**config.mk**
```make
export PLATFORM = sky130hd
export DESIGN_NAME = medical_pixel_sample_normalizer
export DESIGN_NICKNAME = d
export VERILOG_FILES = /design/src/mpsn_pkg.sv /design/src/mpsn_cfg.sv /design/src/mpsn_norm.sv /design/src/medical_pixel_sample_normalizer.sv
export SDC_FILE = /design/constraint.sdc
export NUM_CORES = 1
export LEC_CHECK = 0
export ABC_CLOCK_PERIOD_IN_PS = 6470
export BUFFER_PORTS_ARGS = -buffer_cell sky130_fd_sc_hd__buf_2
export CORE_ASPECT_RATIO = 0.9
export CORE_MARGIN = 5
export CORE_UTILIZATION = 56
export CTS_BUF_LIST = sky130_fd_sc_hd__clkbuf_4 sky130_fd_sc_hd__clkbuf_8 sky130_fd_sc_hd__clkbuf_16
export CTS_CLUSTER_DIAMETER = 30
export CTS_CLUSTER_SIZE = 12
export DETAILED_ROUTE_END_ITERATION = 7
export GPL_TIMING_DRIVEN = 0
export HOLD_SLACK_MARGIN = 0.1
export PLACE_DENSITY = 0.88
export SYNTH_ARGS = -nofsm -noshare
export SYNTH_HDL_FRONTEND = slang
export SYNTH_HIERARCHICAL = 1
export SYNTH_SLANG_ARGS = --single-unit
```
**constraint.sdc**
```tcl
create_clock -name clk -period 6.47 [get_ports clk]
set_input_delay 0.647 -clock clk [delete_from_list [all_inputs] [get_ports clk]]
set_output_delay 0.647 -clock clk [all_outputs]
set_load 0.02 [all_outputs]
```
**src/mpsn_pkg.sv**
```systemverilog
// shared types and register codes for the pixel sample normalizer
`default_nettype none
package mpsn_pkg;

	localparam int unsigned SampleW = 16;
	localparam int unsigned CfgIdxW = 3;
	localparam int unsigned CfgDataW = 5;

	// register indexes on the configuration port
	typedef enum logic [CfgIdxW-1:0] {
		REG_BYTE_SWAP   = 3'd0,
		REG_INVERT      = 3'd1,
		REG_WIDE        = 3'd2,
		REG_STORED_BITS = 3'd3,
		REG_TOP_BIT     = 3'd4,
		REG_SIGNED      = 3'd5
	} reg_idx_t;

	typedef struct packed {
		logic       byte_swap_enable;
		logic       invert_enable;
		logic       wide_samples;
		logic [4:0] stored_bits;
		logic [3:0] top_bit;
		logic       signed_samples;
	} cfg_t;

	localparam cfg_t CfgReset = '{
		byte_swap_enable: 1'b0,
		invert_enable:    1'b0,
		wide_samples:     1'b1,
		stored_bits:      5'd16,
		top_bit:          4'd15,
		signed_samples:   1'b0
	};

endpackage
`default_nettype wire

```
**src/mpsn_cfg.sv**
```systemverilog
// configuration register file of the pixel sample normalizer
`default_nettype none
module mpsn_cfg (
	input  wire logic                          clk,
	input  wire logic                          arst_n,
	input  wire logic                          cfg_valid,
	input  wire logic [mpsn_pkg::CfgIdxW-1:0]  cfg_index,
	input  wire logic [mpsn_pkg::CfgDataW-1:0] cfg_data,
	output mpsn_pkg::cfg_t                     cfg
);

	mpsn_pkg::cfg_t cfg_q;

	always_ff @(posedge clk or negedge arst_n) begin
		if (!arst_n) begin
			cfg_q <= mpsn_pkg::CfgReset;
		end else if (cfg_valid) begin
			unique case (mpsn_pkg::reg_idx_t'(cfg_index))
				mpsn_pkg::REG_BYTE_SWAP:   cfg_q.byte_swap_enable <= cfg_data[0];
				mpsn_pkg::REG_INVERT:      cfg_q.invert_enable    <= cfg_data[0];
				mpsn_pkg::REG_WIDE:        cfg_q.wide_samples     <= cfg_data[0];
				mpsn_pkg::REG_STORED_BITS: cfg_q.stored_bits      <= cfg_data;
				mpsn_pkg::REG_TOP_BIT:     cfg_q.top_bit          <= cfg_data[3:0];
				mpsn_pkg::REG_SIGNED:      cfg_q.signed_samples   <= cfg_data[0];
				default: ; // unused indexes are dropped
			endcase
		end
	end

	assign cfg = cfg_q;

endmodule
`default_nettype wire

```
**src/mpsn_norm.sv**
```systemverilog
// combinational swap, inversion and stored-bit extraction of one sample
`default_nettype none
module mpsn_norm (
	input  wire mpsn_pkg::cfg_t                cfg,
	input  wire logic [mpsn_pkg::SampleW-1:0]  sample_raw,
	output logic [mpsn_pkg::SampleW-1:0]       sample_norm
);

	logic [4:0]  st;
	logic [16:0] mask_w;
	logic [15:0] mask;
	logic [15:0] swapped;
	logic [15:0] inverted;
	logic [4:0]  hi;
	logic [3:0]  sh;
	logic [15:0] shifted;
	logic [3:0]  sign_idx;
	logic [15:0] ext;
	logic [15:0] wide_res;
	logic [7:0]  narrow_res;

	always_comb begin
		// clamp stored bits to 1..16
		if (cfg.stored_bits == 5'd0)
			st = 5'd1;
		else if (cfg.stored_bits > 5'd16)
			st = 5'd16;
		else
			st = cfg.stored_bits;

		mask_w = (17'd1 << st) - 17'd1;
		mask   = mask_w[15:0];

		swapped = cfg.byte_swap_enable ? {sample_raw[7:0], sample_raw[15:8]} : sample_raw;

		if (!cfg.invert_enable)
			inverted = swapped;
		else if (cfg.signed_samples)
			inverted = ~swapped;
		else
			inverted = mask - swapped;

		// shift so the top stored bit lands at st-1
		hi = {1'b0, cfg.top_bit} + 5'd1;
		sh = (hi > st) ? 4'(hi - st) : 4'd0;
		shifted = inverted >> sh;

		sign_idx = 4'(st - 5'd1);
		ext      = 16'hffff << sign_idx;

		if (st < 5'd16) begin
			if (cfg.signed_samples && shifted[sign_idx])
				wide_res = shifted | ext;
			else
				wide_res = shifted & mask;
		end else begin
			wide_res = inverted;
		end

		narrow_res = cfg.invert_enable ? ~sample_raw[7:0] : sample_raw[7:0];

		sample_norm = cfg.wide_samples ? wide_res : {8'h00, narrow_res};
	end

endmodule
`default_nettype wire

```
**src/medical_pixel_sample_normalizer.sv**
```systemverilog
// top level of the grey pixel sample normalizer
// an accepted word passes through the input register and then the result register to the output
// throughput: one word per cycle sustained, limited only by downstream ready
// in_ready falls only when both the input and the result register hold a waiting word
// reset: arst_n asynchronous, clears both valid flags and loads the register defaults
// (16-bit unsigned samples, 16 stored bits, top bit 15, no swap, no inversion)
`default_nettype none
module medical_pixel_sample_normalizer (
	input  wire logic                          clk,
	input  wire logic                          arst_n,
	// configuration write channel
	input  wire logic                          cfg_valid,
	output logic                               cfg_ready,
	input  wire logic [mpsn_pkg::CfgIdxW-1:0]  cfg_index,
	input  wire logic [mpsn_pkg::CfgDataW-1:0] cfg_data,
	// sample input channel
	input  wire logic                          in_valid,
	output logic                               in_ready,
	input  wire logic [mpsn_pkg::SampleW-1:0]  sample_in,
	// sample output channel
	output logic                               out_valid,
	input  wire logic                          out_ready,
	output logic [mpsn_pkg::SampleW-1:0]       sample_out
);

	mpsn_pkg::cfg_t cfg;

	// stage 1: raw sample register
	logic                         valid_s1;
	logic [mpsn_pkg::SampleW-1:0] sample_s1;
	// stage 2: result register feeding the output ports
	logic                         valid_s2;
	logic [mpsn_pkg::SampleW-1:0] sample_s2;

	logic                         adv_s2;
	logic                         adv_s1;
	logic [mpsn_pkg::SampleW-1:0] norm_word;

	// registers always writable; user writes only while stream is idle, block does not enforce it
	assign cfg_ready = 1'b1;

	mpsn_cfg u_cfg (
		.clk       (clk),
		.arst_n    (arst_n),
		.cfg_valid (cfg_valid),
		.cfg_index (cfg_index),
		.cfg_data  (cfg_data),
		.cfg
	);

	// result register can take a word when empty or draining this cycle
	assign adv_s2   = !valid_s2 || out_ready;
	// input register can take a word when empty or passing its word on
	assign adv_s1   = !valid_s1 || adv_s2;
	assign in_ready = adv_s1;

	always_ff @(posedge clk or negedge arst_n) begin
		if (!arst_n) begin
			valid_s1 <= 1'b0;
			valid_s2 <= 1'b0;
		end else begin
			if (adv_s1)
				valid_s1 <= in_valid;
			if (adv_s2)
				valid_s2 <= valid_s1;
		end
	end

	// payload needs no reset
	always_ff @(posedge clk) begin
		if (adv_s1 && in_valid)
			sample_s1 <= sample_in;
		if (adv_s2 && valid_s1)
			sample_s2 <= norm_word;
	end

	// swap, invert, extract stored bits between the two registers
	mpsn_norm u_norm (
		.cfg,
		.sample_raw  (sample_s1),
		.sample_norm (norm_word)
	);

	assign out_valid  = valid_s2;
	assign sample_out = sample_s2;

endmodule
`default_nettype wire

```
==> reports/qor.txt <==
FFs w/ async S/R, synth - 31.9%
Detail-routed via count per cell - 7.26
Placed Cells - 911
Worst setup EP type - flip-flop
Path category of the worst min-delay check - input pin to asynchronous set/reset pin
Global-route usage over all layers - 33.1%
Final Instance Count excl. Fillers - 949
Net count, final - 873
Part of the power in registers - 9.6%
Clock latency of the later-clocked register in the worst-skew pair - 300 ps
Net switching share of the total power - 55.6%
Synth unique cells - 109
Ranking of synthesized cells by area - edfxtp_1 (16%), ha_1 (5.5%), a21oi_1 (5.0%)
Overall die area - 0.0131 mm²
Least setup slack across all paths after layout - -75.7 ps
Worst-path fanout max - 10
Internal power consumption - 0.00205 W
Data required, critical path - 6600 ps
Sequential area share after synthesis - 22.0%
Most common cell after layout, fill and taps aside - nand2_1
Share of power burned in combinational logic - 83.8%
Clock group share of total power - 6.5%
Number of top-level design ports - 48
Synthesized instance count - 732
Gpl congestion - 1.04
CTS tree - built
Compound-cell area share of the yosys netlist - 33.4%
Critical path launch point type - flip-flop
Fraction of synthesized cell area in xor and xnor cells - 4.30%
Number of buffers between clock root and the deepest sink - 2
Setup slack of the most critical reg-to-reg path - -80 ps
Number of nets produced by synthesis - 790
Most repeated library cell on the critical path - buf_6
Multiplexer share of the synthesized area - 8.62%
Worst R2R End - sample_out[14]
Part of the cycle the worst path needs - 101%
Post-CTS Hold Buffers - 0
Post-placement setup slack - -1390 ps
IR drop worst, VDD - 0.000308 V
Status - complete, but fails checks
Mean routed wirelength per cell - 24.4 µm
Count of flip-flops with a built-in enable after synthesis - 32
Starting utilization of the core area - 56.8%
Initial antenna violation count - 0
Violations in the final reports - setup timing
Highest-count cells in the layout ignoring fill and taps - nand2_1 (64), a21oi_1 (55), buf_2 (50), nor2_1 (38), buf_4 (37)
Pre-antenna DRT Iters - 6
Final setup fails - 7
Fraction of final layout cells with drive strength greater than 1 - 29.8%
Netlist area before placement - 0.00611 mm²
Count of maximum capacitance violations - 0
Vias - 6,885
Number of synthesis warnings - 6
Final routed DRC violation total - 0
Number of global-route vias before repair - 6,100
Simple-gate portion of the synthesized area - 20.4%
Crit-path max cell delay - 500 ps
Combinational family with the most area after synthesis - compound AO/OA/AOI/OAI gates
Total grt overflow - 0
Peak clock frequency supported by timing - 0.153 GHz
Post-Route WL - 23.2 mm
Total half-perimeter wirelength after legalization and detailed placement - 16.7 mm
Floorplan Core Area - 0.0108 mm²
Global-route wire length before repair - 33.8 mm
Net switching power - 0.00256 W
Routed Antenna Nets - 0
Critical path type - flip-flop to flip-flop
Floorplan die height - 109 µm
Num CTS Buffers - 5
Max-slew headroom - 20.1%
Port Buffer Count - 46
Register bit total from synthesis - 47
Width of the chip - 120 µm
Synthesis-to-layout area growth - 21.5%
Pwr/cell area - 621 mW/mm²
Slew Viols, Final - 0
Number of hold-slack violations in the final timing report - 0
Number of antenna diodes - 0
Worst setup skew after layout - 4.92 ps
Cell taking the most area after synthesis - edfxtp_1
Number of levels the H-tree was split into - 2
Crit path max-delay cell type - or4b_1
Launch point of the worst reg-to-reg path - u_cfg/cfg[8]
Leakage power - 2.80 nW
Post-layout util - 69.0%
Most common flop cell mapped by yosys - edfxtp_1
Clock Sink Count - 47
Clock transition at the registers of the reported paths - 70 ps
Largest net degree at the start of global routing - 17
Cell at the root of the clock tree - clkbuf_16
Violation count after the first detailed-route iteration - 1,194
Actual slew at the worst max-slew pin - 1190 ps
Min Clock Period, post-route - 6550 ps
Worst r2r path cells - 31
CP arrival - 6670 ps
Standard-cell row count - 36
Worst hold slack - 241 ps
Yosys top cell area share - 15.7%
Post-Syn Area per Cell - 8.35 µm²
Adder-Cell Fraction of Synth Area - 6.18%
cells in the mapped netlist, drive strengths merged (16+ instances only):
library cell and n:
clkbuf 27, mux2 19, nor3 16, o21ai 46, buf 23, mux2i 30
a21oi 62, inv 17, ha 27, edfxtp 32, xnor2 16, a211oi 17
nand2 68, nand3 23, nor2 45
critical path: cells and delay by family (launching register included):
family,cells,cell delay (ps)
compound gates,12,2320
fa+ha+maj,3,630
buf+inv,5,930
flops,1,400
simple gates,11,2050
through the flow:
stage          TNS, ps  instance area [µm²]  total power, W
2_1_floorplan        0                 6120         0.00271
3_3_place_gp    -19990                 6520         0.00347
3_5_place_dp    -20100                 6520         0.00348
4_1_cts              0                 7040         0.00408
5_1_grt          -2030                 7420         0.00479
6_report          -186                 7420         0.00461
how the worst max path moves through the flow:
stage	end	slack, ps	cells after the start	start
2_1_floorplan	sample_out[15]	110	32	u_cfg/cfg[7]
3_3_place_gp	sample_out[15]	-1380	30	u_cfg/cfg[7]
3_5_place_dp	sample_out[15]	-1390	30	u_cfg/cfg[7]
4_1_cts	sample_out[15]	1	31	u_cfg/cfg[7]
5_1_grt	sample_out[5]	-220	30	u_cfg/cfg[8]
6_report	sample_out[14]	-80	31	u_cfg/cfg[8]
registers in the layout, indices dropped and copies added, names as in the netlist:
signal and count:
sample_out 16, sample_s1 16, u_cfg/cfg 13, out_valid 1
valid_s1 1
metal layers:
metal	global-route usage, %	wire [µm]
met5	0	0
met4	17.7	1610
met3	8.66	3200
met2	49.4	9750
met1	43.8	8630
area by class of cell:
type / instances / area (µm²)
buffer: 45 / 245
clock buffer: 5 / 125
clock inverter: 3 / 38.8
fill: 833 / 3340
inverter: 19 / 80.1
multi-input combinational: 616 / 4920
sequential: 47 / 1350
tap: 133 / 166
timing repair buffer: 81 / 500
logic make-up (layout without fill, tap and decap cells):
family | Yosys count | after routing
AOI/OAI and AO/OA | 273 | 273
xor gates and xnor gates | 30 | 30
adders and majority gates | 29 | 29
buffers and inverters | 69 | 153
DFF | 47 | 47
muxes | 49 | 49
other | 1 | 1
and+or+nand+nor | 234 | 234
power by group through the flow:
stage | Clock, W | Sequential [W] | Combinational, W
after global routing | 0.000318 | 0.000449 | 0.00402
after detailed placement | 0 | 0.000445 | 0.00303
final | 0.000301 | 0.000443 | 0.00386
after CTS | 0.000303 | 0.000438 | 0.00334
after global placement | 0 | 0.000441 | 0.00303
after floorplan | 0 | 0.000478 | 0.00223
what timing repair did:
action                                  in CTS  in global routing
gates resized for setup                     56                 52
cloned                                       1                  0
pin swaps                                   12                 20
endpoints found under the setup margin      16                 16
endpoints found under the hold margin        0                  0
buffers inserted                            14                 20
No activity file was read; power rests on OpenSTA's default activity.
